--- config.mk ---
export PLATFORM = sky130hd
export DESIGN_NAME = gb5_fifo
export DESIGN_NICKNAME = d
export VERILOG_FILES = /design/src/gb5_fifo.sv
export SDC_FILE = /design/constraint.sdc
export NUM_CORES = 1
export LEC_CHECK = 0
export ABC_AREA = 1
export BUFFER_PORTS_ARGS = -buffer_cell sky130_fd_sc_hd__buf_4
export CAP_MARGIN = 20
export CORE_MARGIN = 4
export CORE_UTILIZATION = 50
export DETAILED_ROUTE_END_ITERATION = 8
export PLACE_DENSITY = 0.74
export SETUP_SLACK_MARGIN = 0.05
export SYNTH_ARGS = -nofsm -noshare
export SYNTH_HDL_FRONTEND = slang
export SYNTH_SLANG_ARGS = --single-unit
--- constraint.sdc ---
create_clock -name i_clk -period 1.2 [get_ports i_clk]
set_input_delay 0.06 -clock i_clk [delete_from_list [all_inputs] [get_ports i_clk]]
set_output_delay 0.06 -clock i_clk [all_outputs]
set_load 0.02 [all_outputs]
--- src/gb5_fifo.sv ---
// Small first-in first-out queue in flip-flops, with an occupancy count.
// Depends on nothing; used for the command queue and the result queue.
module gb5_fifo #(
    parameter int WIDTH = 8,
    parameter int DEPTH = 4
) (
    input  logic                         i_clk,
    input  logic                         i_rst_n,
    input  logic                         i_push,
    input  logic [WIDTH-1:0]             i_data,
    input  logic                         i_pop,
    output logic [WIDTH-1:0]             o_data,
    output logic [$clog2(DEPTH+1)-1:0]   o_count
);
    localparam int PB = $clog2(DEPTH);
    localparam int CW = $clog2(DEPTH + 1);

    logic [WIDTH-1:0] r_store [DEPTH];
    logic [PB-1:0]    r_head, r_tail;
    logic [CW-1:0]    r_count;

    assign o_data  = r_store[r_head];
    assign o_count = r_count;

    // Store the pushed beat
    always_ff @(posedge i_clk) begin
        if (i_push) begin
            r_store[r_tail] <= i_data;
        end
    end

    // Advance pointers and count
    always_ff @(posedge i_clk) begin
        if (!i_rst_n) begin
            r_head  <= '0;
            r_tail  <= '0;
            r_count <= '0;
        end else begin
            if (i_push) begin
                r_tail <= (r_tail == PB'(DEPTH - 1)) ? '0 : r_tail + 1'b1;
            end
            if (i_pop) begin
                r_head <= (r_head == PB'(DEPTH - 1)) ? '0 : r_head + 1'b1;
            end
            if (i_push && !i_pop) begin
                r_count <= r_count + 1'b1;
            end else if (!i_push && i_pop) begin
                r_count <= r_count - 1'b1;
            end
        end
    end
endmodule

# --- Word-level counts from Yosys, hierarchy flattened ---
# Memory sizes are Yosys's and may differ from the RTL's. A register that Yosys moved wholly into a read port is not among the register bits.
# Cells that the tools add are included.
totals:
  reg_bits: 7
  latchBits: 0
  ramBits: 32
  romBits: 0
  input_bits: 12
  output_inout_bits: 11
  elab_cells: 23
  memories: 1
memory_table:
  columns: ["name", "words", "word_bits", "rd", "rd_clocked_by_memory_dff", "wr", "line_no", "text"]
  rows:
  - ["r_store", 4, 8, 1, 1, 1, "18", "logic [WIDTH-1:0] r_store [DEPTH];"]
classes:
  add_sub_neg: 4
  multipliers: 0
  div_mod_pow: 0
  magnitude_cmp: 0
  eq_ne: 2
  shift: 0
  n_mux: 8
  n_bitwise: 0
  n_reduce_logical: 5
ops:
  columns: ["cell", "n"]
  rows:
  - ["$mux W2", 4]
  - ["$mux W3", 2]
  - ["$add A2 B1 Y2 const B", 2]
  - ["$eq A2 B2 Y1 const B", 2]
  - ["$add A3 B1 Y3 const B", 1]
  - ["$sub A3 B1 Y3 const B", 1]
  - ["$logic_and A1 B1 Y1", 2]
  - ["$logic_not A1 Y1", 2]
  - ["$mux W1", 2]
  - ["$reduce_bool A2 Y1", 1]

# --- Depth between registers and ports, before layout ---
# Gate-level depths: netlist (run 1).
logic_depth:
  depth_word: 4
  depth_mapped: 10
  mapped_depth_nobuf: 10

# --- Worst setup path after synthesis (run 1) ---
# OpenSTA, ideal clock, no wires.
synth_path:
  path_kind: "reg-to-reg"
  start: "reg r_count[0], in the netlist o_count[0]"
  end: "reg r_count[2], in the netlist o_count[2]"
  setup_ns: 0.110
  t_arrival_ns: 1.113
  required_ns: 1.090
  slack_ns: -0.023
  stages_incl_launch_ff: 8
  path_buffers: 0
  period_less_slack_ns: 1.223
  cell_sequence: "dfxtp_1 > fa_1 > inv_1 > nand2_1 > nand3_1 > nand2_1 > inv_1 > nor2_1"
synth_between:
  elab_chain_len: 3
  word_cells_on_any_way: 4
  classes_between: "add/sub: 2; mux: 2"
synth_lines:
  columns: ["item", "line_no", "text"]
  rows:
  - ["start: declaration", "20", "logic [CW-1:0] r_count;"]
  - ["start signal: assignment", "46", "r_count <= r_count + 1'b1;"]
  - ["start signal: assignment", "48", "r_count <= r_count - 1'b1;"]
  - ["$sub A3 B1 Y3", "48", null]
  - ["$mux W3", "47", "end else if (!i_push && i_pop) begin"]
  - ["$mux W3 (*)", "45", "if (i_push && !i_pop) begin"]
# Mark *: on every way between the ends. The rest lies on a longest branch, timed or not. The select of a mux whose other input is x is not followed.
# A chain may end at the register's enable or synchronous reset.

==> results of run 1 <==
layout make-up:
cell class	instances	area, um2	share of cell area [%]
multi-input combinational	74	455	20.6
timing repair buffer	48	417	18.9
sequential	41	1160	52.4
clock inverter	3	17.5	0.794
clock buffer	5	37.5	1.70
inverter	16	67.6	3.06
tap	44	55.1	2.50
report_power, final:
group | total, mW | internal [mW] | switching [mW]
clock | 0.658 | 0.222 | 0.436
sequential | 1.66 | 1.61 | 0.0447
combinational | 0.583 | 0.271 | 0.312
total | 2.90 | 2.11 | 0.793
layer usage:
metal  part of all wire (%)  vias up  global-route usage (%)
met2                     54       22                    32.2
met5                      0        -                       0
met3                    3.3        6                    5.64
li1                       -      575                       -
met1                     41      554                    19.6
met4                    1.7        0                    7.25
worst paths after layout:
path	to	depth (start not counted)	slack (ns)	start
worst min register to register	r_tail[1]	2	0.52	r_tail[1]
worst max-delay path	o_data[0]	4	-0.15	flop
worst max register to register	o_count[2]	5	0.07	o_count[0]
worst min-delay path	flop	5	0.15	i_pop
synth_stat cells:
master    instances  area (um2)
o21ai_0          15        75.1
o21ai_1           2        10.0
o21ai_2           2        17.5
o22ai_1           8        50.1
nand2_1           8        30.0
fa_1              1        20.0
nor2_1           22        82.6
dfxtp_1           9         180
ha_1              6        75.1
nor3_1            2        10.0
buf_6             2        22.5
inv_1            15        56.3
nand4_1           1        6.26
nor2_2            2        12.5
edfxtp_1         32         961
nand3_1           1        5.00
a21oi_1           3        15.0
inv_2             1        3.75
xor2_1            1        8.76
repair_timing:
item,CTS,global route
pin swaps,4,9
setup buffers,2,1
hold buffers,10,0
gates resized for setup,14,24
endpoints found under the setup margin,26,43
endpoints found under the hold margin,37,0
worst max-delay path: stages, from the launching register on:
cell     delay [ns]
dfxtp_4        0.41
buf_6          0.14
o21ai_2        0.06
o22ai_1        0.17
buf_4          0.17
kinds of logic after synthesis:
family / synth area share [%]
flops: 69.5
simple gates: 8.92
compound gates: 10.2
buf+inv: 5.03
fa+ha+maj: 5.79
xor+xnor: 0.534
sequential cells by signal (all words and copies together), names as in the netlist, named ones only:
| name | flops |
|---|---|
| o_count | 3 |
| r_head | 2 |
| r_store | 32 |
| r_tail | 2 |
==> insert_results.sql, run 1 <==
INSERT INTO impl_metrics (metric_group, metric, value, unit) VALUES
('clocking', 'clk-insertion-delay-late', '0.34', 'ns'),
('timing', 'worst_hold_check_slack', '0.147', 'ns'),
('timing', 'clock-skew-final', '0.00687', 'ns'),
('timing', 'grt_setup_unrepaired', 'true', ''),
('floorplan', 'die_area', '0.00426', 'mm2'),
('clocking', 'cts_num_sinks', '41', ''),
('worst_setup_path', 'worst_setup_path_start_kind', 'flop', ''),
('placed_design', 'placed_cells', '210', ''),
('yosys', 'yosys_warns', '0', ''),
('timing', 'final.min_clock_period', '1.35', 'ns'),
('drt', 'detail_route.drc_violations', '0', ''),
('global_routing', 'globalRouteTotalUtil', '18.0', '%'),
('timing', 'timing.final.crit_share', '112', '%'),
('floorplan', 'floorplan.initialDensity', '52.9', '%'),
('placed_design', 'place_area', '0.00195', 'mm2'),
('worst_setup_path', 'timing.critical_path.required', '1.14', 'ns'),
('timing', 'setup_total_negative_slack', '-1.06', 'ns'),
('pwr', 'power.leakage', '0.905', 'nW'),
('yosys', 'syn_area_per_cell', '12.3', 'um2'),
('floorplan', 'top_ports', '23', ''),
('layout', 'mostFrequentLayoutCells', 'buf_4, edfxtp_1, nor2_1', ''),
('worst_setup_path', 'timing.critical_path.to_type', 'output port', ''),
('drt', 'drt-pass1-iter-count', '4', ''),
('worst_setup_path', 'crit_fanout', '8', ''),
('global_routing', 'grt_antenna_before_repair', '0', ''),
('placed_design', 'port-buffer-count', '22', ''),
('layout', 'final_net_count', '205', ''),
('global_routing', 'grt_start_max_net_pins', '17', ''),
('layout', 'post_layout_nonfiller_instances', '231', ''),
('clocking', 'cts.root.buffer_cell', 'clkbuf_4', ''),
('yosys', 'yosys.cell_types.count', '19', ''),
('layout', 'area_growth_syn_to_layout', '34.4', '%'),
('worst_hold_path', 'hold_class', 'in -> reg', ''),
('clocking', 'cts_tree', 'done', ''),
('yosys', 'synth_seq_cells', '41', ''),
('floorplan', 'design.core.area', '0.00310', 'mm2'),
('floorplan', 'placementRows', '20', ''),
('drt', 'route.final.wire_length', '3330', 'um'),
('yosys', 'syn_area', '0.00164', 'mm2'),
('placed_design', 'gp_congestion', '0.793', ''),
('clocking', 'clk_pin_slew_worst_paths', '0.12', 'ns'),
('placed_design', 'detailed_place_hpwl', '2290', 'um'),
('clocking', 'h_tree_level_count', '2', ''),
('drt', 'via_count', '1157', ''),
('layout', 'final_area', '0.00221', 'mm2'),
('floorplan', 'chipWidth', '65.3', 'um'),
('pwr', 'vdd_drop_max', '0.000771', 'V'),
('yosys', 'synth_sequential_area_ratio', '69.5', '%'),
('layout', 'final_core_density', '71.1', '%'),
('layout', 'antenna_cells', '0', ''),
('layout', 'final_layout_size_suffix_gt1_share', '38.0', '%'),
('global_routing', 'grt_pass1_vias', '1250', ''),
('pwr', 'power.density_cell_area', '1310', 'mW/mm2'),
('clocking', 'cts.path.max_buffers', '2', ''),
('clocking', 'number_of_buffers_created_by_cts', '5', ''),
('floorplan', 'die_h', '65.3', 'um'),
('drt', 'route.detailed.wl_per_inst', '14.4', 'um'),
('status', 'outcome', 'finished, violations left', ''),
('timing', 'final_hold_viol_count', '0', ''),
('timing', 'finalMaxSlewViolations', '0', ''),
('layout', 'filler_cell_count', '235', ''),
('drt', 'dr.first_iter.drc_count', '53', ''),
('timing', 'worst_slack', '-0.149', 'ns'),
('yosys', 'synthesis.instances', '133', ''),
('timing', 'report.final.setup_viol', '8', ''),
('global_routing', 'grt_remaining_overflow', '0', ''),
('worst_setup_path', 'critical_path_arrival', '1.29', 'ns'),
('timing', 'fmax', '741', 'MHz'),
('yosys', 'syn-num-nets', '152', ''),
('status', 'failed_checks', 'negative setup slack', ''),
('drt', 'routed_via_density', '5.01', ''),
('placed_design', 'place_ws', '-0.0876', 'ns'),
('flow_run', 'cap_violations', '0', ''),
('pwr', 'post_layout_power', '2.90', 'mW'),
('global_routing', 'grt_pass1_wl', '5660', 'um'),
('worst_setup_path', 'setup.worst_path.class', 'reg -> out', ''),
('timing', 'worst_slew_margin_rel', '86.6', '%'),
('drt', 'postRouteAntennaNets', '0', ''),
('timing', 'worst_slew_pin_slew', '0.200', 'ns');
Power figures use the tool's default switching activity.
==> run 2: changes to the inputs <==
--- a/config.mk
+++ b/config.mk
@@ -12,6 +12,7 @@
 export CORE_UTILIZATION = 50
 export DETAILED_ROUTE_END_ITERATION = 8
 export PLACE_DENSITY = 0.74
+export REMOVE_ABC_BUFFERS = 1
 export SETUP_SLACK_MARGIN = 0.05
 export SYNTH_ARGS = -nofsm -noshare
 export SYNTH_HDL_FRONTEND = slang
==> insert_results.sql, run 2 (synthesized netlist as in run 1, its figures left out) <==
INSERT INTO impl_metrics (metric_group, metric, value, unit) VALUES
('status', 'outcome', 'finished, violations left', ''),
('status', 'failed_checks', 'negative setup slack', ''),
('global_routing', 'globalRouteTotalUtil', '16.9', '%'),
('worst_hold_path', 'hold_class', 'in -> reg', ''),
('layout', 'largest_register_ff_count', '32', ''),
('clocking', 'cts_num_sinks', '41', ''),
('floorplan', 'placementRows', '20', ''),
('timing', 'finalMaxSlewViolations', '0', ''),
('pwr', 'power.leakage', '0.886', 'nW'),
('placed_design', 'port-buffer-count', '22', ''),
('floorplan', 'design.core.area', '0.00310', 'mm2'),
('floorplan', 'top_ports', '23', ''),
('timing', 'setup_total_negative_slack', '-1.12', 'ns'),
('placed_design', 'place_area', '0.00196', 'mm2'),
('worst_setup_path', 'setup.worst_path.class', 'reg -> out', ''),
('timing', 'worst_slack', '-0.155', 'ns'),
('worst_setup_path', 'timing.critical_path.to_type', 'output port', ''),
('layout', 'final_layout_size_suffix_gt1_share', '39.9', '%'),
('drt', 'detail_route.drc_violations', '0', ''),
('flow_run', 'cap_violations', '0', ''),
('drt', 'route.final.wire_length', '3350', 'um'),
('worst_setup_path', 'cpMaxStageDelayCell', 'dfxtp_4', ''),
('layout', 'final_core_density', '72.8', '%'),
('drt', 'postRouteAntennaNets', '0', ''),
('clocking', 'clk_pin_slew_worst_paths', '0.12', 'ns'),
('layout', 'antenna_cells', '0', ''),
('worst_setup_path', 'timing.critical_path.cells', 'buf_6 > o21ai_2 > o22ai_1 > buf_4', ''),
('worst_setup_path', 'worst_setup_path_start_kind', 'flop', ''),
('clocking', 'cts_tree', 'done', ''),
('placed_design', 'detailed_place_hpwl', '2100', 'um'),
('worst_setup_path', 'crit_fanout', '6', ''),
('placed_design', 'gp_congestion', '0.806', ''),
('layout', 'registers.top_by_ff_count', 'r_store', ''),
('clocking', 'h_tree_level_count', '2', ''),
('global_routing', 'grt_remaining_overflow', '0', ''),
('clocking', 'clk-insertion-delay-late', '0.35', 'ns'),
('floorplan', 'die_area', '0.00426', 'mm2'),
('layout', 'final_area', '0.00226', 'mm2'),
('timing', 'worst_slew_pin_slew', '0.156', 'ns'),
('layout', 'area_growth_syn_to_layout', '37.6', '%'),
('drt', 'dr.first_iter.drc_count', '63', ''),
('timing', 'timing.final.crit_share', '113', '%'),
('timing', 'grt_setup_unrepaired', 'true', ''),
('drt', 'drt-pass1-iter-count', '4', ''),
('layout', 'mostFrequentLayoutCells', 'edfxtp_1, buf_4, nor2_1', ''),
('timing', 'final.min_clock_period', '1.36', 'ns'),
('floorplan', 'die_h', '65.3', 'um'),
('pwr', 'vdd_drop_max', '0.000895', 'V'),
('drt', 'via_count', '1125', ''),
('timing', 'final_hold_viol_count', '0', ''),
('clocking', 'cts.root.buffer_cell', 'clkbuf_4', ''),
('global_routing', 'grt_antenna_before_repair', '0', ''),
('global_routing', 'grt_pass1_wl', '5240', 'um'),
('layout', 'layout.cells.most_common', 'edfxtp_1', ''),
('global_routing', 'grt_pass1_vias', '1132', ''),
('floorplan', 'chipWidth', '65.3', 'um'),
('pwr', 'power.density_cell_area', '1280', 'mW/mm2'),
('floorplan', 'floorplan.initialDensity', '52.9', '%'),
('timing', 'fmax', '738', 'MHz'),
('timing', 'worst_slew_margin_rel', '89.5', '%'),
('drt', 'routed_via_density', '4.96', ''),
('clocking', 'number_of_buffers_created_by_cts', '5', ''),
('worst_setup_path', 'timing.critical_path.required', '1.14', 'ns'),
('layout', 'final_net_count', '201', ''),
('timing', 'report.final.setup_viol', '8', ''),
('placed_design', 'place_ws', '-0.0850', 'ns'),
('drt', 'route.detailed.wl_per_inst', '14.8', 'um'),
('global_routing', 'grt_start_max_net_pins', '17', ''),
('worst_setup_path', 'critical_path_arrival', '1.30', 'ns'),
('clocking', 'cts.path.max_buffers', '2', ''),
('pwr', 'post_layout_power', '2.90', 'mW'),
('timing', 'clock-skew-final', '0.0151', 'ns'),
('worst_setup_path', 'delay_of_the_slowest_cell_on_the_worst_path', '0.41', 'ns');
-- run 2: changes by cell type in the layout (fill, tap and decap cells not counted), sizes merged --
cell         before  now
buf              38   35
dlygate4sd3      10    9
clkbuf            5    6
clkinv            3    2
-- run 2: final cells by class --
| class | instances | area (um2) |
|---|---|---|
| Sequential cell | 41 | 1160 |
| Fill cell | 238 | 845 |
| Multi-Input combinational cell | 74 | 500 |
| Timing Repair Buffer | 44 | 418 |
| Inverter | 16 | 72.6 |
| Tap cell | 44 | 55.1 |
| Clock buffer | 6 | 41.3 |
| Clock inverter | 2 | 10.0 |
-- run 2: metal layers --
layer	global-route usage, %	vias up	part of all wire, %
met5	0	-	0
met4	6.74	0	2.6
met3	5.47	9	3.9
met2	29.2	24	52
met1	19.2	530	42
li1	-	562	-
-- run 2: worst paths after layout --
check,from,endpoint,slack [ns],depth (start not counted)
worst max-delay path,flop,o_data[1],-0.16,4
worst min-delay path,i_pop,r_head[1],0.02,3
worst max register to register,o_count[1],o_count[2],0.07,7
worst min register to register,o_count[1],o_count[1],0.54,2
-- run 2: critical path, delay by kind of cell, from the launching register on --
family | cells | cell delay (ns)
DFF | 1 | 0.41
buffers and inverters | 2 | 0.30
AOI/OAI and AO/OA | 2 | 0.24
-- run 2: report_power, final --
part | leakage [nW] | internal, mW | switching (mW)
registers | 0.372 | 1.61 | 0.0564
logic | 0.482 | 0.273 | 0.306
clock network | 0.0320 | 0.223 | 0.427
total | 0.886 | 2.11 | 0.789
-- run 2: repair_timing --
action	CTS	global route
endpoints found under the setup margin	41	38
gates cloned	1	0
hold endpoints to repair	37	0
setup buffers	1	1
hold buffers	9	0
pin swaps	8	11
gates resized for setup	33	20
-- run 2: through the flow --
step / cells / hold WS [ns]
finish: 227 / 0.0206
floorplan: 131 / 0.159
CTS: 226 / 0.00220
detailed placement: 207 / 0.264
global placement: 207 / 0.260
global route: 227 / 0.00849
==> run 3: changes to the inputs <==
==> config.mk (replaced) <==
export PLATFORM = sky130hd
export DESIGN_NAME = gb5_fifo
export DESIGN_NICKNAME = d
export VERILOG_FILES = /design/src/gb5_fifo.sv
export SDC_FILE = /design/constraint.sdc
export NUM_CORES = 1
export LEC_CHECK = 0
export ABC_AREA = 0
export BUFFER_PORTS_ARGS = -buffer_cell sky130_fd_sc_hd__buf_4
export CAP_MARGIN = 20
export CORE_MARGIN = 4
export CORE_UTILIZATION = 49
export DETAILED_ROUTE_END_ITERATION = 8
export HOLD_SLACK_MARGIN = 0.15
export PLACE_DENSITY = 0.73
export REMOVE_ABC_BUFFERS = 1
export SETUP_SLACK_MARGIN = 0.05
export SLEW_MARGIN = 20
export SYNTH_ARGS = -nofsm -noshare
export SYNTH_HDL_FRONTEND = slang
export SYNTH_SLANG_ARGS = --single-unit
==> insert_results.sql, run 3 <==
INSERT INTO impl_metrics (metric_group, metric, value, unit) VALUES
('status', 'outcome', 'finished, violations left', ''),
('status', 'failed_checks', 'negative setup slack', ''),
('floorplan', 'die_h', '65.2', 'um'),
('placed_design', 'port-buffer-count', '22', ''),
('layout', 'layout.cells.most_common', 'edfxtp_1', ''),
('drt', 'route.detailed.wl_per_inst', '16.6', 'um'),
('worst_hold_path', 'hold_class', 'in -> reg', ''),
('yosys', 'synth_enable_flop_cells', '32', ''),
('pwr', 'vdd_drop_max', '0.000820', 'V'),
('layout', 'post_layout_nonfiller_instances', '180', ''),
('timing', 'worst_slew_pin_slew', '0.152', 'ns'),
('floorplan', 'chipWidth', '65.2', 'um'),
('pwr', 'power.density_cell_area', '1490', 'mW/mm2'),
('timing', 'finalMaxSlewViolations', '0', ''),
('placed_design', 'gp_congestion', '0.683', ''),
('drt', 'routed_via_density', '5.01', ''),
('yosys', 'synth_area_leader_cell', 'edfxtp_1', ''),
('flow_run', 'cap_violations', '0', ''),
('global_routing', 'grt_remaining_overflow', '0', ''),
('clocking', 'cts.root.buffer_cell', 'clkbuf_4', ''),
('worst_setup_path', 'critical_path_arrival', '1.50', 'ns'),
('floorplan', 'design.core.area', '0.00308', 'mm2'),
('yosys', 'syn_area', '0.00160', 'mm2'),
('layout', 'final_area', '0.00223', 'mm2'),
('placed_design', 'place_ws', '-0.341', 'ns'),
('global_routing', 'grt_pass1_vias', '953', ''),
('timing', 'worst_slack', '-0.357', 'ns'),
('timing', 'clock-skew-final', '0.0101', 'ns'),
('floorplan', 'floorplan.initialDensity', '52.0', '%'),
('clocking', 'cts.path.max_buffers', '2', ''),
('layout', 'final_core_density', '72.3', '%'),
('yosys', 'yosys_warns', '0', ''),
('timing', 'worst_slew_margin_rel', '89.6', '%'),
('worst_setup_path', 'setup.worst_path.class', 'reg -> out', ''),
('floorplan', 'placementRows', '20', ''),
('worst_setup_path', 'worst_setup_path_start_kind', 'flop', ''),
('worst_setup_path', 'regToRegSetupSlack', '-0.17', 'ns'),
('timing', 'timing.final.crit_share', '130', '%'),
('pwr', 'post_layout_power', '3.31', 'mW'),
('drt', 'detail_route.drc_violations', '0', ''),
('floorplan', 'die_area', '0.00425', 'mm2'),
('layout', 'area.sequential', '0.00115', 'mm2'),
('pwr', 'power.leakage', '0.839', 'nW'),
('layout', 'area_growth_syn_to_layout', '39.0', '%'),
('global_routing', 'grt_antenna_before_repair', '0', ''),
('yosys', 'netlist_top_cells_area', 'edfxtp_1, dfxtp_1, mux4_2, ha_1, and2_1', ''),
('placed_design', 'place_area', '0.00189', 'mm2'),
('layout', 'final_net_count', '154', ''),
('timing', 'final.min_clock_period', '1.56', 'ns'),
('clocking', 'cts_num_sinks', '41', ''),
('worst_setup_path', 'timing.critical_path.to_type', 'output port', ''),
('timing', 'grt_setup_unrepaired', 'true', ''),
('worst_hold_path', 'timing.hold.worst.start', 'i_pop', ''),
('layout', 'registers.top_by_ff_count', 'r_store', ''),
('drt', 'postRouteAntennaNets', '0', ''),
('placed_design', 'detailed_place_hpwl', '1910', 'um'),
('yosys', 'postSynth.topFlopCell', 'edfxtp_1', ''),
('clocking', 'clk_pin_slew_worst_paths', '0.11', 'ns'),
('yosys', 'synth_sequential_area_ratio', '71.2', '%'),
('pwr', 'seq_power_share', '49.9', '%'),
('yosys', 'asyncSetResetFlopFracSynth', '0', '%'),
('layout', 'antenna_cells', '0', ''),
('placed_design', 'placed_cells', '159', ''),
('timing', 'report.final.setup_viol', '9', ''),
('worst_setup_path', 'timing.rr.start', 'o_count[1]', ''),
('drt', 'dr.first_iter.drc_count', '75', ''),
('worst_setup_path', 'rr_worst_depth', '4', ''),
('layout', 'largest_register_ff_count', '32', ''),
('yosys', 'synthDominantCellAreaShare', '60.0', '%'),
('drt', 'drt-pass1-iter-count', '4', ''),
('global_routing', 'grt_start_max_net_pins', '15', ''),
('timing', 'final_hold_viol_count', '0', ''),
('layout', 'final_layout_size_suffix_gt1_share', '47.1', '%'),
('pwr', 'swShare', '22.5', '%'),
('floorplan', 'top_ports', '23', ''),
('layout', 'filler_cell_count', '190', ''),
('global_routing', 'grt_pass1_wl', '4910', 'um'),
('yosys', 'syn_area_per_cell', '19.1', 'um2'),
('worst_hold_path', 'hold_path_depth', '4', ''),
('clocking', 'h_tree_level_count', '2', ''),
('global_routing', 'globalRouteTotalUtil', '16.2', '%'),
('worst_setup_path', 'crit_fanout', '4', ''),
('worst_setup_path', 'rr_endpoint', 'o_count[2]', ''),
('yosys', 'leading_cell_types_by_count_after_synthesis', 'edfxtp_1, dfxtp_1, mux4_2', ''),
('drt', 'route.final.wire_length', '2990', 'um'),
('drt', 'via_count', '901', ''),
('pwr', 'power.share.combinational', '16.4', '%'),
('clocking', 'cts_tree', 'done', ''),
('yosys', 'yosys.cell_types.count', '20', ''),
('pwr', 'power.clock.fraction', '33.7', '%'),
('layout', 'multi_input_comb_area', '467', 'um2'),
('pwr', 'power_switching', '0.744', 'mW'),
('layout', 'mostFrequentLayoutCells', 'edfxtp_1, buf_4, buf_6', ''),
('timing', 'fmax', '642', 'MHz'),
('clocking', 'clk-insertion-delay-late', '0.35', 'ns'),
('yosys', 'synth_seq_cells', '41', ''),
('pwr', 'internal_power', '2.56', 'mW'),
('yosys', 'synthesis.instances', '84', ''),
('clocking', 'number_of_buffers_created_by_cts', '5', ''),
('yosys', 'post-synth-top-count-cell', 'edfxtp_1', ''),
('worst_setup_path', 'timing.critical_path.required', '1.14', 'ns');
run 3: cell types whose count changed after synthesis, sizes merged, moves of 2 or more:
| cell | change |
|---|---|
| nor2 | -23 |
| o21ai | -18 |
| inv | -12 |
| mux4 | +8 |
| nand2 | -8 |
| o22ai | -8 |
| and2 | +5 |
| nor2b | +4 |
| mux2i | +3 |
| a21oi | -2 |
| nor3 | -2 |
| nor3b | +2 |
run 3: through the flow:
stage               hold WS, ns  TNS [ns]
floorplan                 0.159    -0.746
global placement          0.260     -2.59
detailed placement        0.268     -3.75
CTS                       0.169     -3.08
global route              0.201     -3.63
finish                    0.216     -2.92
run 3: cell families after synthesis:
group	count (synthesis)	share of synthesized area (%)
XOR/XNOR	2	1.09
flip-flops	41	71.2
adder cells (fa/ha/maj)	7	5.94
AND/OR/NAND/NOR	13	5.08
multiplexers	11	13.1
AO/OA/AOI/OAI	4	1.56
buffers and inverters	6	1.95
run 3: worst max-delay path by stage:
stage | startpoint | to | slack (ns) | depth (start not counted)
after floorplan | o_count[0] | o_count[2] | -0.27 | 4
after global placement | i_pop | o_count[2] | -0.27 | 8
after detailed placement | i_pop | o_count[2] | -0.34 | 8
after CTS | flop | o_data[1] | -0.38 | 3
after global routing | flop | o_data[7] | -0.44 | 3
final | flop | o_data[1] | -0.36 | 3
run 3: what timing repair did:
action | 4_1_cts | 5_1_grt
gates resized for setup | 29 | 7
setup buffers | 1 | 0
setup endpoints to repair | 41 | 20
endpoints found under the hold margin | 41 | 0
cloned | 0 | 0
pin swaps | 2 | 2
hold buffers | 12 | 0
run 3: final cells by class:
| class | count | area share (%) |
|---|---|---|
| clock buffers | 5 | 1.69 |
| clock inverters | 3 | 3.09 |
| inverters | 4 | 0.787 |
| multi-input cells | 37 | 21.0 |
| flip-flops and latches | 41 | 51.8 |
| well taps | 44 | 2.47 |
| repair buffers | 46 | 19.2 |
run 3: worst max-delay path: stages (launching register included):
cell,delay [ns]
dfxtp_2,0.36
buf_6,0.13
mux4_2,0.52
buf_6,0.15
run 3: power groups by stage:
stage	logic, mW	registers [mW]	clock network (mW)
after floorplan	0.208	1.70	0
after global placement	0.435	1.67	0
after detailed placement	0.450	1.68	0
after CTS	0.534	1.65	1.14
after global routing	0.582	1.66	1.21
final	0.543	1.65	1.11
run 3: layer usage:
layer,vias up,share of wire (%),global-route usage [%]
li1,420,-,-
met1,455,39,19.2
met2,19,54,27.6
met3,7,4.5,5.30
met4,0,1.8,5.44
met5,-,0,0
