## src/gb5_pkg.sv

```systemverilog
// Shared constants, codes and types for the 5x5 Gaussian blur core.
// Depends on nothing; the files that use it refer to it by scoped names.
package gb5_pkg;

    // Default largest image width (line memory depth)
    localparam int MAX_WIDTH_DEF = 1024;

    // Register indexes on the configuration channel
    localparam logic REG_WIDTH  = 1'b0;
    localparam logic REG_HEIGHT = 1'b1;

    // Register reset values
    localparam logic [10:0] WIDTH_RESET  = 11'd640;
    localparam logic [15:0] HEIGHT_RESET = 16'd480;

    // Input item kinds
    localparam logic KIND_PIXEL = 1'b0;
    localparam logic KIND_DRAIN = 1'b1;

    // Depths of the command queue and the result queue
    localparam int CMD_DEPTH   = 4;
    localparam int CMD_CNT_W   = $clog2(CMD_DEPTH + 1);
    localparam int OUT_DEPTH   = 8;
    localparam int OUT_CNT_W   = $clog2(OUT_DEPTH + 1);

    // Widest column address carried in a command (widths up to 8192)
    localparam int COL_W = 13;

    // Division by 159: floor(x * 52759 / 2^23) is exact for x below 2^23 / 73
    localparam logic [15:0] DIV_MUL   = 16'd52759;
    localparam int          DIV_SHIFT = 23;

    // One column pushed into the window and the work that goes with it
    typedef struct packed {
        logic [7:0]       pix;
        logic [COL_W-1:0] col;
        logic [4:0]       rmask;
        logic [4:0]       cmask;
        logic             emit;
        logic             row_end;
        logic             frame_end;
    } t_cmd;

    // One result beat
    typedef struct packed {
        logic [7:0] blurred_value;
        logic       row_end;
        logic       frame_end;
    } t_res;

endpackage

```

## src/gb5_if.sv

```systemverilog
// Channel interfaces of the blur core: pixel input, result output, configuration.
// Depends on nothing.
interface gb5_pix_if;
    logic       valid;
    logic       ready;
    logic       kind;
    logic [7:0] pixel_value;
    modport source (output valid, output kind, output pixel_value, input ready);
    modport sink   (input valid, input kind, input pixel_value, output ready);
endinterface


interface gb5_cfg_if;
    logic        valid;
    logic        ready;
    logic        index;
    logic [15:0] data;
    modport source (output valid, output index, output data, input ready);
    modport sink   (input valid, input index, input data, output ready);
endinterface

```

## src/gb5_front.sv

```systemverilog
// Front part: holds the size registers and frame counters, classifies each beat
// and issues window commands. Depends on gb5_pkg and the channel interfaces.
module gb5_front #(
    parameter int MAX_WIDTH = gb5_pkg::MAX_WIDTH_DEF
) (
    input  logic           i_clk,
    input  logic           i_rst_n,
    gb5_cfg_if.sink        i_cfg,
    gb5_pix_if.sink        i_pix,
    input  logic           i_cmd_space,
    output logic           o_cmd_push,
    output gb5_pkg::t_cmd  o_cmd
);
    localparam int CB = $clog2(MAX_WIDTH);

    logic [10:0]   r_width;
    logic [15:0]   r_height;
    logic [CB-1:0] r_in_col, n_in_col;
    logic [16:0]   r_in_row, n_in_row;
    logic [CB-1:0] r_out_col, n_out_col;
    logic [15:0]   r_out_row, n_out_row;
    logic [12:0]   r_cnt, n_cnt;
    logic [12:0]   r_owed, n_owed;

    logic [10:0] w_eff;
    logic [15:0] h_eff;
    logic [12:0] lead;
    logic        draining, filler, started, accepted, cfg_wr;
    logic        is_pix, is_drain, emit, last_pix, in_col_last, out_col_last;
    logic [11:0] oc, w12;
    logic [4:0]  rmask, cmask;

    // Clamp the size registers
    always_comb begin
        if (r_width == '0) begin
            w_eff = 11'd1;
        end else if (32'(r_width) > MAX_WIDTH) begin
            w_eff = 11'(MAX_WIDTH);
        end else begin
            w_eff = r_width;
        end
        h_eff = (r_height == '0) ? 16'd1 : r_height;
        lead  = {1'b0, w_eff, 1'b0} + 13'd2;
    end

    // Classify the beat on offer
    assign cfg_wr      = i_cfg.valid && i_cfg.ready;
    assign i_cfg.ready = 1'b1;
    assign draining    = r_in_row >= {1'b0, h_eff};
    assign started     = r_cnt == lead;
    assign filler      = draining && (r_owed != '0) && !started;
    assign i_pix.ready = i_cmd_space && !filler;
    assign accepted    = i_pix.valid && i_pix.ready;
    assign is_pix      = accepted && (i_pix.kind == gb5_pkg::KIND_PIXEL) && !draining;
    assign is_drain    = accepted && (i_pix.kind == gb5_pkg::KIND_DRAIN) && draining
                         && (r_owed != '0);
    assign emit        = started && (is_pix || is_drain);
    assign o_cmd_push  = filler ? i_cmd_space : (is_pix || is_drain);

    assign w12          = 12'(w_eff);
    assign oc           = 12'(r_out_col);
    assign in_col_last  = 12'(r_in_col) == (w12 - 12'd1);
    assign out_col_last = oc == (w12 - 12'd1);
    assign last_pix     = is_pix && in_col_last && (r_in_row == {1'b0, h_eff - 16'd1});

    // Row validity of the pushed column, column validity of the output column
    always_comb begin
        for (int k = 0; k < 5; k++) begin
            rmask[k] = (r_in_row >= 17'(k)) && ((r_in_row - 17'(k)) < {1'b0, h_eff});
        end
        cmask[0] = oc >= 12'd2;
        cmask[1] = oc >= 12'd1;
        cmask[2] = 1'b1;
        cmask[3] = (oc + 12'd1) < w12;
        cmask[4] = (oc + 12'd2) < w12;
    end

    // Build the command
    always_comb begin
        o_cmd.pix       = is_pix ? i_pix.pixel_value : 8'd0;
        o_cmd.col       = gb5_pkg::COL_W'(r_in_col);
        o_cmd.rmask     = rmask;
        o_cmd.cmask     = cmask;
        o_cmd.emit      = emit;
        o_cmd.row_end   = out_col_last;
        o_cmd.frame_end = out_col_last && (r_out_row == h_eff - 16'd1);
    end

    // Next counter values
    always_comb begin
        n_in_col  = r_in_col;
        n_in_row  = r_in_row;
        n_out_col = r_out_col;
        n_out_row = r_out_row;
        n_cnt     = r_cnt;
        n_owed    = r_owed;
        if (o_cmd_push) begin
            if (in_col_last) begin
                n_in_col = '0;
                n_in_row = r_in_row + 17'd1;
            end else begin
                n_in_col = r_in_col + 1'b1;
            end
            if (!started) begin
                n_cnt = r_cnt + 13'd1;
            end
        end
        if (emit) begin
            if (out_col_last) begin
                n_out_col = '0;
                n_out_row = r_out_row + 16'd1;
            end else begin
                n_out_col = r_out_col + 1'b1;
            end
        end
        if (last_pix) begin
            n_owed = started ? lead : r_cnt + 13'd1;
        end
        if (is_drain) begin
            n_owed = r_owed - 13'd1;
        end
        // Restart the frame after the last owed output or on a register write
        if ((is_drain && r_owed == 13'd1) || cfg_wr) begin
            n_in_col  = '0;
            n_in_row  = '0;
            n_out_col = '0;
            n_out_row = '0;
            n_cnt     = '0;
            n_owed    = '0;
        end
    end

    always_ff @(posedge i_clk) begin
        if (!i_rst_n) begin
            r_width   <= gb5_pkg::WIDTH_RESET;
            r_height  <= gb5_pkg::HEIGHT_RESET;
            r_in_col  <= '0;
            r_in_row  <= '0;
            r_out_col <= '0;
            r_out_row <= '0;
            r_cnt     <= '0;
            r_owed    <= '0;
        end else begin
            if (cfg_wr) begin
                if (i_cfg.index == gb5_pkg::REG_WIDTH) begin
                    r_width <= i_cfg.data[10:0];
                end else begin
                    r_height <= i_cfg.data;
                end
            end
            r_in_col  <= n_in_col;
            r_in_row  <= n_in_row;
            r_out_col <= n_out_col;
            r_out_row <= n_out_row;
            r_cnt     <= n_cnt;
            r_owed    <= n_owed;
        end
    end
endmodule

```

## src/flat_wrapper.sv

```systemverilog
// flat-port wrapper written by rule: the top's interface ports become plain ports
module gb5_front_flat 
#(
    parameter int MAX_WIDTH = gb5_pkg::MAX_WIDTH_DEF
)
  (i_clk, i_rst_n, i_cmd_space, o_cmd_push, o_cmd, i_cfg_valid, i_cfg_index, i_cfg_data, i_cfg_ready, i_pix_valid, i_pix_kind, i_pix_pixel_value, i_pix_ready);
  gb5_cfg_if i_cfg_i ();
  gb5_pix_if i_pix_i ();
  input  logic i_clk;
  input  logic i_rst_n;
  input  logic i_cmd_space;
  output logic o_cmd_push;
  output gb5_pkg::t_cmd o_cmd;
  input wire logic [$bits(i_cfg_i.valid)-1:0] i_cfg_valid;
  input wire logic [$bits(i_cfg_i.index)-1:0] i_cfg_index;
  input wire logic [$bits(i_cfg_i.data)-1:0] i_cfg_data;
  output wire logic [$bits(i_cfg_i.ready)-1:0] i_cfg_ready;
  input wire logic [$bits(i_pix_i.valid)-1:0] i_pix_valid;
  input wire logic [$bits(i_pix_i.kind)-1:0] i_pix_kind;
  input wire logic [$bits(i_pix_i.pixel_value)-1:0] i_pix_pixel_value;
  output wire logic [$bits(i_pix_i.ready)-1:0] i_pix_ready;
  assign i_cfg_i.valid = i_cfg_valid;
  assign i_cfg_i.index = i_cfg_index;
  assign i_cfg_i.data = i_cfg_data;
  assign i_cfg_ready = i_cfg_i.ready;
  assign i_pix_i.valid = i_pix_valid;
  assign i_pix_i.kind = i_pix_kind;
  assign i_pix_i.pixel_value = i_pix_pixel_value;
  assign i_pix_ready = i_pix_i.ready;
  gb5_front #(.MAX_WIDTH(MAX_WIDTH)) u_core (.i_clk(i_clk), .i_rst_n(i_rst_n), .i_cfg(i_cfg_i), .i_pix(i_pix_i), .i_cmd_space(i_cmd_space), .o_cmd_push(o_cmd_push), .o_cmd(o_cmd));
endmodule
```

## config.mk

```make
export PLATFORM = sky130hd
export DESIGN_NAME = gb5_front_flat
export DESIGN_NICKNAME = d
export VERILOG_FILES = /design/src/gb5_pkg.sv /design/src/gb5_if.sv /design/src/gb5_front.sv /design/src/flat_wrapper.sv
export SDC_FILE = /design/constraint.sdc
export NUM_CORES = 1
export LEC_CHECK = 0
export BUFFER_PORTS_ARGS = -buffer_cell sky130_fd_sc_hd__buf_2
export CORE_MARGIN = 1
export CORE_UTILIZATION = 25
export DETAILED_ROUTE_END_ITERATION = 16
export GPL_ROUTABILITY_DRIVEN = 0
export PLACE_DENSITY = 0.47
export SETUP_SLACK_MARGIN = 0.2
export SYNTH_ARGS = -nofsm -noshare
export SYNTH_HDL_FRONTEND = slang
export SYNTH_SLANG_ARGS = --single-unit
```

## constraint.sdc

```tcl
create_clock -name i_clk -period 11.6 [get_ports i_clk]
set_clock_uncertainty 0.05 [all_clocks]
set_input_delay 0.58 -clock i_clk [delete_from_list [all_inputs] [get_ports i_clk]]
set_output_delay 0.58 -clock i_clk [all_outputs]
set_load 0.01 [all_outputs]
```

Word level (Yosys, flattened, before mapping)
Index checks and enable logic that the tools add are counted.

word-level totals
  flip-flop bits (word level) = 106
  bits in latches = 0
  RAM bits = 0
  memory bits (read-only) = 0
  output and inout port bits = 37
  memories kept = 0

cells by class
  add/sub/neg operators = 15
  multipliers = 0
  div/mod/pow operators = 0
  magnitude comparators = 16
  equal/unequal tests = 6
  shift-type cells = 0
  muxes and demuxes = 10
  bitwise logic cells = 4
  reductions and logical operators = 34

operators with widths
  kind                                                  number
  < comparator 17 x 16 -> 1 bit                         5
  two-way mux 13 bit                                    3
  >= comparator 17 x 1 -> 1 bit, second input constant  2
  >= comparator 17 x 2 -> 1 bit, second input constant  2
  subtractor 17 x 2 -> 17 bit, second input constant    2
  equality test 10 x 12 -> 1 bit                        2
  < comparator 12 x 11 -> 1 bit                         2
  two-way mux 11 bit                                    2
  adder 10 x 1 -> 10 bit, second input constant         2
  two-way mux 10 bit                                    2
  logical AND 1 bit                                     19
  adder 17 x 1 -> 17 bit, second input constant         1
  equality test 17 x 16 -> 1 bit                        1
  >= comparator 17 x 16 -> 1 bit                        1
  >= comparator 17 x 3 -> 1 bit, second input constant  1
  subtractor 17 x 1 -> 17 bit, second input constant    1
  subtractor 17 x 3 -> 17 bit, second input constant    1
  adder 16 x 1 -> 16 bit, second input constant         1
  equality test 16 bit                                  1
  logical NOT 16 bit                                    1
  two-way mux 16 bit                                    1
  subtractor 16 x 1 -> 16 bit, second input constant    1
  adder 12 x 2 -> 13 bit, second input constant         1
  adder 13 x 1 -> 13 bit, second input constant         1
  19 further kinds                                      29

Longest topological paths before layout
Gate-level depths: netlist (run 1).

  depth in word-level cells = 16
  gate-level depth with buffers = 18

Worst setup path before layout (run 1)
No wires, ideal clock.

  kind = register to register
  start point = register u_core.r_height[13]
  end point = register u_core.r_owed[12]
  setup time = 0.074 ns
  arrival = 4.290 ns
  setup slack = 7.186 ns
  stages on the path, launching flop included = 15
  buffers on the path = 1
  period minus slack after synthesis = 4.414 ns
  cells stage by stage = dfxtp_1 -> clkbuf_1 -> or3_1 -> nor4_4 -> a21oi_1 -> ha_1 -> or4b_1 -> nor4_1 -> mux2i_1 -> o21ai_0 -> or4_1 -> or4_1 -> or4_4 -> a21o_1 -> a31oi_1

on the way
  longest elaborated chain between the ends = 14
  elaborated cells on any way between the ends = 23

RTL lines
  what                             RTL line          RTL
  start, declared                  gb5_front.sv:17   logic [15:0] r_height;
  start signal, assigned           gb5_front.sv:136  r_height <= gb5_pkg::HEIGHT_RESET;
  start signal, assigned           gb5_front.sv:148  r_height <= i_cfg.data;
  logical NOT 16 bit               gb5_front.sv:42   h_eff = (r_height == '0) ? 16'd1 : r_height;
  two-way mux 16 bit *             gb5_front.sv:42
  >= comparator 17 x 16 -> 1 bit   gb5_front.sv:49   assign draining = r_in_row >= {1'b0, h_eff};
  logical AND 1 bit (2 in series)  gb5_front.sv:51   assign filler = draining && (r_owed != '0) && !started;
  logical NOT 1 bit                gb5_front.sv:52   assign i_pix.ready = i_cmd_space && !filler;
  logical AND 1 bit                gb5_front.sv:52
  logical AND 1 bit                gb5_front.sv:53   assign accepted = i_pix.valid && i_pix.ready;
  logical AND 1 bit (2 in series)  gb5_front.sv:55   assign is_drain = accepted && (i_pix.kind == gb5_pkg::KIND_DRAIN) && draining
  logical AND 1 bit                gb5_front.sv:56   && (r_owed != '0);
  logical AND 1 bit                gb5_front.sv:123  if ((is_drain && r_owed == 13'd1) || cfg_wr) begin
  logical OR 1 bit                 gb5_front.sv:123
  OR reduction 2 bit (no line)     --
  end signal, assigned             gb5_front.sv:156  r_owed <= n_owed;
  end, declared                    gb5_front.sv:23   logic [12:0] r_owed, n_owed;

Mark *: on every way between the ends. The rest lies on a longest branch, timed or not.
A chain may end at the register's enable or synchronous reset.

==> key figures, run 1 <==
Run status
  – Status: finished, final reports clean

Worst setup path
  – CP Data Required Time: 10970 ps
  – Worst path max stage delay: 920 ps
  – Worst r2r path cells: 15
  – Total stage count of the critical path: 13
  – Cell family with most CP delay: simple AND/OR/NAND/NOR gates
  – Type of element launching the critical path: register
  – CP Class: reg2out
  – Slowest cell on the critical path: nor3_1
  – CP Data Arrival Time: 5620 ps
  – Cell repeated most along the worst path: inv_1
  – Number of buffer and inverter stages on the critical path: 3
  – Chain of cells forming the critical path: or4_1 > nor4_4 > a21oi_1 > inv_1 > ha_1 > o21bai_1 > a221oi_1 > o22ai_1 > or3_1 > nor3_1 > o21ai_1 > inv_1 > buf_2
  – Max Fanout on Critical Path: 13
  – Worst setup EP type: output port

GRT
  – Aggregate global-route resource usage: 16.1%
  – Maximum number of pins on one net before global-route repair: 46
  – Via count of the first global-routing pass: 10300
  – Global-route wire length before repair: 60100 um
  – Antenna violations before repair: 0
  – Final global-route overflow total: 0

Synth
  – Register bit total from synthesis: 106
  – Gate count after technology mapping: 1518
  – Cell types with the highest counts after synthesis: nand2_1, nor2_1, ha_1
  – Synth top area cells: dfxtp_1, ha_1, xnor2_1
  – Mean instance size in the synthesized netlist: 7.51 sq um
  – Primary FF master, synth: dfxtp_1
  – Share of the synthesized area in the top cell type: 18.6%
  – Cell type with the largest total area after synthesis: dfxtp_1
  – Cell with the most instances after synthesis: nand2_1
  – Number of distinct standard cells referenced by the synthesized netlist: 83
  – Yosys warns: 0
  – Post-synth EDFFs: 0
  – Sequential share of the synthesized area: 18.6%
  – Share of synthesized registers carrying an async set or reset: 0%
  – Cell area after synthesis: 0.0114 sq mm

Finish
  – Post-route insts no fill: 2088
  – Fillers: 4899
  – Fraction of layout cells with a size suffix above 1: 7.55%
  – Area grow syn2layout: 8.26%
  – Combined area of the multi-input logic cells: 0.00862 sq mm
  – Inserted Diodes: 0
  – Sequential cell area in the final layout: 0.00212 sq mm
  – Net total in the final layout: 1646

Timing
  – Upper clock frequency limit: 160 MHz
  – Worst Max-Slew Pin Slew: 1140 ps
  – Total of endpoints with negative setup slack in the final report: 0
  – Worst relative slew slack: 23.9%
  – Setup repair after global routing missed its margin: no
  – Number of pins exceeding their max-slew limit in the final report: 0
  – Final-report hold violation count: 0
  – Sum Neg Setup Slack: 0 ps
  – Final critical-path required period: 6250 ps
  – Tcrit/Tclk final: 53.9%

Die
  – Initial cell density of the core: 25.6%
  – Number of placement rows: 77
  – Core box area: 0.0446 sq mm
  – Vert. Die Dim: 216 um
  – Total I/O pin count: 68
  – Total die area: 0.0465 sq mm
  – Horizontal die dimension: 216 um

Pwr
  – IR Drop Worst-Case VDD: 71.0 uV
  – Power per Cell Area: 68.4 mW/mm^2
  – Leakage power: 0.00474 uW

Route
  – Via count: 10900
  – Remaining number of nets flagged by the antenna check after routing: 0
  – Count of unresolved DRC violations after routing: 0
  – Iter 0 DRT Violations: 816
  – Vias per std cell: 5.24
  – Routed wire length: 38100 um
  – Iteration count of the initial detailed-routing pass: 6
  – Routed len/inst: 18.3 um

Min path
  – Cell depth of the worst min-delay path: 3
  – Class of the tightest hold or removal check: in2reg

Place
  – # placed instances: 2074
  – I/O Buffers: 62
  – Post-DP HPWL: 29300 um

Clocking
  – CTS Buf Count: 9
  – Clock insertion delay at the later pin of the skew report: 360 ps
  – CTS root buffer: clkbuf_16
  – CTS Buffer Depth: 2
  – Number of setup buffers added after CTS: 0
  – CTS tree: done
  – Total of hold buffers inserted after clock tree synthesis: 0
  – Clock slew at reported path FFs: 70 ps
  – Total number of H-tree levels: 3
  – Resized cells post-CTS: 0
  – Clock Sink Count: 106

Flow run
  – Maxcap violations: 0
[state kept, by name, summed over array words and instances, names as in the netlist]
register and flops:
u_core.r_height 16, u_core.r_cnt 13, u_core.r_width 11, u_core.r_owed 13, u_core.r_in_row 17, u_core.r_out_col 10
u_core.r_in_col 10, u_core.r_out_row 16
[layer usage]
layer	up-vias	GRT usage (%)	routed length [um]	share of wire, %
met1	5263	22.3	18300	48
met4	0	3.55	544	1.4
li1	5356	-	-	-
met2	291	26.8	17700	46
met3	37	1.59	1630	4.3
met5	-	0	0	0
[layout by cell type, fill, tap and decap left out, types with 6 or more instances in the layout]
cell type  count
nand2_1      158
nor2_1       130
ha_1         122
dfxtp_1      106
xnor2_1      104
xor2_1        77
buf_2         62
nand3_1       59
a21oi_1       57
inv_1         53
o21ai_0       50
nor3_1        40
nand4_1       35
nor4_1        27
and3_1        26
o21a_1        25
a21o_1        23
a21boi_0      23
or3_1         22
nand2b_1      22
nor2b_1       21
o211ai_1      16
a211oi_1      15
or4_1         15
and2_1        14
mux2i_1       14
buf_4         12
a31oi_1       11
a221oi_1       9
nor3b_1        9
clkbuf_16      9
a22oi_1        7
nand3b_1       7
a2111oi_0      7
or2_2          6
[final timing paths]
kind / startpoint / endpoint / slack (ps)
max reg2reg: u_core.r_height[4] / u_core.r_out_col[2] / 5470
max: u_core.r_height[4] / o_cmd[2] / 5350
min reg2reg: u_core.r_owed[8] / u_core.r_owed[8] / 420
min: i_cfg_data[15] / u_core.r_height[15] / 420
[tightest hold or removal path: cells and delay by family]
| family | cells | cell delay (ps) |
|---|---|---|
| AND/OR/NAND/NOR | 1 | 40 |
| AO/OA/AOI/OAI | 1 | 60 |
| buffers and inverters | 1 | 90 |
[cells by family (layout without fill, tap and decap cells)]
kind of cell | after synthesis | in the layout | share of synthesized area, %
compound gates | 298 | 298 | 17.9
xor+xnor | 183 | 183 | 14.3
fa+ha+maj | 122 | 122 | 13.4
buf+inv | 167 | 142 | 6.00
flops | 106 | 106 | 18.6
mux | 17 | 17 | 1.53
other cells | 2 | 5 | 0.0659
simple gates | 623 | 623 | 28.2
[power by group]
part | internal, uW | total, uW | switching (uW) | leakage, uW
registers | 368 | 383 | 14.8 | 0.000857
clock network | 149 | 290 | 141 | 0.000127
logic | 67.0 | 171 | 104 | 0.00375
[per-stage QoR]
step | setup slack [ps] | hold slack (ps) | cell area [sq um] | total power (uW) | util, %
2_1_floorplan | 7190 | 388 | 11400 | 511 | -
3_3_place_gp | 5720 | 403 | 12100 | 560 | 27.1
3_5_place_dp | 5590 | 410 | 12100 | 561 | 27.1
4_1_cts | 5380 | 410 | 12300 | 852 | 27.7
5_1_grt | 4940 | 435 | 12300 | 886 | 27.7
6_report | 5350 | 419 | 12300 | 844 | 27.7
[cell type report]
| type | count | share of cell area [%] |
|---|---|---|
| Clock inverter | 3 | 0.142 |
| Tap cell | 592 | 6.00 |
| Inverter | 54 | 1.64 |
| Multi-Input combinational cell | 1248 | 69.8 |
| Sequential cell | 106 | 17.2 |
| Clock buffer | 11 | 1.97 |
| Timing Repair Buffer | 74 | 3.24 |
(Power assumes the default switching activity.)
==> run 2: changes to the inputs <==
clock period = 5.8 ns   (was 11.6 ns; I/O delays follow)
==> key figures, run 2 (synthesis results as in run 1) <==
Finish
  – Sequential cell area in the final layout: 0.00212 sq mm (unchanged)
  – Most common cell after layout, fill and taps aside: nand2_1
  – Net total in the final layout: 1661 (+0.91%)
  – Fraction of layout cells with a size suffix above 1: 8.54% (+0.98 points)
  – Area grow syn2layout: 9.84%
  – Register ranked first by flip-flop count: u_core.r_in_row
  – Flip-flop count of the largest register, all copies and words added: 17 (unchanged)
  – Fillers: 4867 (-0.65%)
  – Registers with the most flip-flops: u_core.r_in_row x17, u_core.r_height x16, u_core.r_out_row x16
  – Commonest cells after routing, fill and taps aside: nand2_1, nor2_1, ha_1
  – Combined area of the multi-input logic cells: 0.00862 sq mm (about the same)

Clocking
  – CTS root buffer: clkbuf_16
  – Clock insertion delay at the later pin of the skew report: 370 ps (about the same)
  – CTS Buffer Depth: 2 (unchanged)
  – Number of setup buffers added after CTS: 0 (unchanged)
  – Total of hold buffers inserted after clock tree synthesis: 0 (unchanged)
  – CTS Buf Count: 9 (unchanged)
  – CTS tree: done
  – Clock Sink Count: 106 (unchanged)
  – Resized cells post-CTS: 0 (unchanged)
  – Clock slew at reported path FFs: 70 ps (about the same)
  – Total number of H-tree levels: 3 (unchanged)

Timing
  – Final critical-path required period: 5240 ps
  – Final-report hold violation count: 0 (unchanged)
  – Upper clock frequency limit: 191 MHz
  – Final worst-path setup slack: 558 ps (-4790 ps)
  – Worst relative slew slack: 28.6% (+4.7 points)
  – Total of endpoints with negative setup slack in the final report: 0 (unchanged)
  – Number of pins exceeding their max-slew limit in the final report: 0 (unchanged)
  – Setup repair after global routing missed its margin: no
  – Worst Max-Slew Pin Slew: 1060 ps (-80.5 ps)
  – Sum Neg Setup Slack: 0 ps (unchanged)
  – Tcrit/Tclk final: 90.4%

Route
  – Remaining number of nets flagged by the antenna check after routing: 0 (unchanged)
  – Routed wire length: 38800 um (+1.8%)
  – Via count: 11000 (+0.091%)
  – Count of unresolved DRC violations after routing: 0 (unchanged)
  – Iter 0 DRT Violations: 754 (-7.6%)
  – Iteration count of the initial detailed-routing pass: 5 (-1)
  – Routed len/inst: 18.4 um (+0.98%)
  – Vias per std cell: 5.21 (-0.67%)

Pwr
  – Leakage power: 0.00484 uW (+2.1%)
  – Power per Cell Area: 143 mW/mm^2 (+110%)
  – IR Drop Worst-Case VDD: 145 uV (+100%)

Die
  – Total die area: 0.0465 sq mm (unchanged)
  – Total I/O pin count: 68 (unchanged)
  – Core box area: 0.0446 sq mm (unchanged)
  – Initial cell density of the core: 25.6% (unchanged)
  – Vert. Die Dim: 216 um (unchanged)
  – Horizontal die dimension: 216 um (unchanged)
  – Number of placement rows: 77 (unchanged)

Worst setup path
  – Type of element launching the critical path: register
  – Worst setup EP type: output port
  – Critical register-to-register path startpoint: u_core.r_height[5]
  – Slowest cell on the critical path: nor4_2
  – CP Data Required Time: 5460 ps (-5510 ps)
  – Worst path max stage delay: 670 ps (-250 ps)
  – Worst setup path startpoint: u_core.r_width[4]
  – Cell family with most CP delay: simple AND/OR/NAND/NOR gates
  – CP Class: reg2out
  – Max Fanout on Critical Path: 17 (+4)
  – Chain of cells forming the critical path: nor4_2 > a31oi_1 > ha_1 > buf_4 > nor2b_1 > o311a_1 > xor2_1 > nand2_1 > a2111oi_0 > nand3_1 > nor4_1 > buf_2
  – CP Data Arrival Time: 4900 ps (-720 ps)
  – FF-to-FF setup slack: 600 ps (-4870 ps)
  – Number of buffer and inverter stages on the critical path: 2 (-1)

GRT
  – Final global-route overflow total: 0 (unchanged)
  – Global-route wire length before repair: 60500 um (+0.60%)
  – Via count of the first global-routing pass: 10300 (-0.85%)
  – Antenna violations before repair: 4 (+4)
  – Aggregate global-route resource usage: 16.4% (+0.31 points)
  – Maximum number of pins on one net before global-route repair: 50 (+8.7%)

Min path
  – Class of the tightest hold or removal check: in2reg
  – Worst Hold Launch: i_cfg_data[15]

Run status
  – Status: finished, final reports clean

Place
  – Post-DP HPWL: 30000 um (+2.4%)
  – Post-Place Worst Slack: 649 ps (-4940 ps)
  – I/O Buffers: 62 (unchanged)

Flow run
  – Maxcap violations: 0 (unchanged)
run 2: cell type report:
| cell class | instances | area share [%] |
|---|---|---|
| Clock inverter | 3 | 0.519 |
| Multi-Input combinational cell | 1248 | 68.9 |
| Clock buffer | 11 | 1.94 |
| Tap cell | 592 | 5.91 |
| Antenna cell | 1 | 0.0200 |
| Inverter | 54 | 1.62 |
| Timing Repair Buffer | 89 | 4.20 |
| Sequential cell | 106 | 16.9 |
run 2: per-layer routing:
layer | vias up | track usage, % | wire, um
met1 | 5236 | 22.4 | 18200
li1 | 5371 | - | -
met5 | - | 0 | 42
met3 | 47 | 2.55 | 1990
met2 | 297 | 26.4 | 17700
met4 | 6 | 4.92 | 892
run 2: worst reg2reg max path, cell delays in order, from the launching register on:
cell and delay [ps]:
dfxtp_1 340, or4_1 510, buf_4 200, nor4_4 510, a21oi_1 240, inv_1 180
ha_1 190, o21bai_1 90, a221oi_1 250, o22ai_1 200, or3_1 460, or3_1 430
o211a_1 130, buf_4 190, inv_1 390, nand2b_1 210, or4_1 510, nand2_1 80
run 2: metrics by stage:
| step | instances | power [uW] | hold slack [ps] | area, sq um | utilization (%) |
|---|---|---|---|---|---|
| 6_report | 2104 | 1790 | 121 | 12500 | 28.1 |
| 3_3_place_gp | 2089 | 1130 | 404 | 12200 | 27.4 |
| 3_5_place_dp | 2089 | 1130 | 406 | 12200 | 27.4 |
| 5_1_grt | 2103 | 1880 | 137 | 12500 | 28.1 |
| 2_1_floorplan | 1521 | 1020 | 364 | 11400 | - |
| 4_1_cts | 2103 | 1810 | 118 | 12500 | 28.1 |
run 2: final timing paths:
| kind | to | cells past startpoint |
|---|---|---|
| worst max-delay path | o_cmd[0] | 12 |
| worst max register to register | u_core.r_in_row[5] | 17 |
| worst min-delay path | u_core.r_height[15] | 3 |
| worst min register to register | u_core.r_owed[8] | 2 |
run 2: power breakdown:
group	internal (uW)	switching [uW]
Sequential	737	21.5
Clock	385	284
Combinational	140	218
==> run 3: changes to the inputs <==
--- a/config.mk
+++ b/config.mk
@@ -7,3 +7,3 @@
 export LEC_CHECK = 0
-export BUFFER_PORTS_ARGS = -buffer_cell sky130_fd_sc_hd__buf_2
+export BUFFER_PORTS_ARGS = -buffer_cell sky130_fd_sc_hd__buf_4
 export CORE_MARGIN = 1
@@ -14,2 +14,3 @@
 export SETUP_SLACK_MARGIN = 0.2
+export SKIP_CTS_REPAIR_TIMING = 1
 export SYNTH_ARGS = -nofsm -noshare
==> constraint.sdc (replaced) <==
create_clock -name i_clk -period 5.8 [get_ports i_clk]
set_clock_uncertainty 0.05 [all_clocks]
set_input_delay 0.58 -clock i_clk [delete_from_list [all_inputs] [get_ports i_clk]]
set_output_delay 0.58 -clock i_clk [all_outputs]
set_load 0.01 [all_outputs]
==> key figures, run 3 (synthesis results as in run 1) <==
Worst setup path
  – Worst setup path startpoint: u_core.r_height[5]
  – Critical register-to-register path startpoint: u_core.r_height[5]
  – Type of element launching the critical path: register
  – Worst r2r path cells: 15 (-2)
  – CP Class: reg2out
  – Max Fanout on Critical Path: 15 (-2)
  – Worst setup EP type: output port
  – CP Data Required Time: 5170 ps (-290 ps)
  – CP Data Arrival Time: 4880 ps (-20 ps)
  – Endpoint of the worst register-to-register path: u_core.r_cnt[9]
  – FF-to-FF setup slack: 460 ps (-140 ps)

Place
  – Post-Place Worst Slack: 461 ps (-188 ps)
  – Post-DP HPWL: 29600 um (-1.3%)
  – Placed instance area: 0.0124 sq mm (+1.2%)
  – I/O Buffers: 62 (unchanged)

Finish
  – Area grow syn2layout: 11.5%
  – Fillers: 4833 (-0.70%)
  – Net total in the final layout: 1662 (+0.060%)
  – Inserted Diodes: 0 (-1)
  – Post-Layout Inst Area: 0.0127 sq mm (+1.5%)
  – Registers with the most flip-flops: u_core.r_in_row x17, u_core.r_height x16, u_core.r_out_row x16
  – Most common cell after layout, fill and taps aside: nand2_1
  – Flip-flop count of the largest register, all copies and words added: 17 (unchanged)
  – Commonest cells after routing, fill and taps aside: nand2_1, nor2_1, ha_1
  – Register ranked first by flip-flop count: u_core.r_in_row
  – Fraction of layout cells with a size suffix above 1: 8.92% (+0.38 points)

Clocking
  – CTS Buf Count: 9 (unchanged)
  – CTS Buffer Depth: 2 (unchanged)
  – Total number of H-tree levels: 3 (unchanged)
  – CTS tree: done
  – Clock Sink Count: 106 (unchanged)
  – CTS root buffer: clkbuf_16
  – Clock slew at reported path FFs: 70 ps (about the same)
  – Clock insertion delay at the later pin of the skew report: 360 ps (about the same)

GRT
  – Aggregate global-route resource usage: 16.7% (+0.32 points)
  – Via count of the first global-routing pass: 10800 (+5.3%)
  – Global-route wire length before repair: 62400 um (+3.1%)
  – Final global-route overflow total: 0 (unchanged)
  – Maximum number of pins on one net before global-route repair: 35 (-30%)
  – Antenna violations before repair: 2 (-2)

Route
  – Iter 0 DRT Violations: 951 (+26%)
  – Vias per std cell: 5.20 (about the same)
  – Count of unresolved DRC violations after routing: 0 (unchanged)
  – Routed wire length: 38500 um (-0.73%)
  – Via count: 11000 (+0.027%)
  – Iteration count of the initial detailed-routing pass: 7 (+2)
  – Remaining number of nets flagged by the antenna check after routing: 0 (unchanged)
  – Routed len/inst: 18.3 um (-0.83%)

Run status
  – Status: finished, final reports clean

Die
  – Vert. Die Dim: 216 um (unchanged)
  – Horizontal die dimension: 216 um (unchanged)
  – Core box area: 0.0446 sq mm (unchanged)
  – Total I/O pin count: 68 (unchanged)
  – Total die area: 0.0465 sq mm (unchanged)
  – Number of placement rows: 77 (unchanged)
  – Initial cell density of the core: 25.6% (unchanged)

Pwr
  – Leakage power: 0.00487 uW (+0.68%)
  – IR Drop Worst-Case VDD: 124 uV (-14%)
  – Power, Total: 1820 uW (+2.1%)
  – Power per Cell Area: 143 mW/mm^2 (+0.58%)

Timing
  – Number of pins exceeding their max-slew limit in the final report: 0 (unchanged)
  – Sum Neg Setup Slack: 0 ps (unchanged)
  – Total of endpoints with negative setup slack in the final report: 0 (unchanged)
  – Tcrit/Tclk final: 94.9% (+4.5 points)
  – Min Hold Slack: 419 ps (+297 ps)
  – Final worst-path setup slack: 294 ps (-264 ps)
  – Worst relative slew slack: 21.9% (-6.7 points)
  – Final-report hold violation count: 0 (unchanged)
  – Worst Max-Slew Pin Slew: 1170 ps (+110 ps)
  – Final critical-path required period: 5510 ps (+264 ps)
  – Setup repair after global routing missed its margin: yes
  – Upper clock frequency limit: 182 MHz (-4.8%)

Min path
  – Capture endpoint of the worst hold path: u_core.r_owed[8]
  – Class of the tightest hold or removal check: reg2reg
  – Cell depth of the worst min-delay path: 2 (-1)
  – Worst Hold Launch: u_core.r_owed[8]

Flow run
  – Maxcap violations: 0 (unchanged)
==> run 3: per-stage QoR <==
stage | utilization (%) | std cells
global placement | 27.7 | 2090
floorplan | - | 1521
global route | 28.5 | 2106
CTS | 28.4 | 2106
finish | 28.5 | 2106
detailed placement | 27.7 | 2090
==> run 3: report_power, final <==
| group | internal [uW] | switching [uW] | total, uW |
|---|---|---|---|
| Combinational | 148 | 217 | 365 |
| Sequential | 737 | 22.3 | 759 |
| Clock | 403 | 296 | 700 |
==> run 3: cell type report <==
cell class | instances | area, sq um | share of cell area, %
tap | 592 | 741 | 5.83
multi-input combinational | 1248 | 8640 | 68.0
sequential | 106 | 2120 | 16.7
clock buffer | 12 | 256 | 2.02
clock inverter | 4 | 73.8 | 0.581
inverter | 54 | 206 | 1.62
timing repair buffer | 90 | 676 | 5.31
==> run 3: critical path: stages, from the launching register on <==
cell        delay [ps]
dfxtp_1            360
or4_1              520
buf_4              210
nor4_4             570
a21oi_1            300
inv_1              190
ha_1               180
o21bai_1            80
a221oi_1           280
o22ai_1            150
or3_1              500
or3_1              490
o211a_1            210
clkinvlp_4         260
buf_4              180
==> run 3: routing by layer <==
metal,vias to the layer above,GRT usage (%),share of wire (%)
met4,4,3.66,1.6
met2,295,27.5,46
li1,5369,-,-
met3,45,2.24,4.6
met5,-,0,0.070
met1,5247,23.1,48
==> run 3: how the worst max path moves through the flow <==
stage	to	slack (ps)	cells after the start
2_1_floorplan	u_core.r_owed[12]	1390	14
4_1_cts	o_cmd_push	150	14
3_3_place_gp	u_core.r_owed[12]	480	13
3_5_place_dp	u_core.r_owed[0]	460	15
6_report	o_cmd_push	290	14
5_1_grt	o_cmd_push	70	12
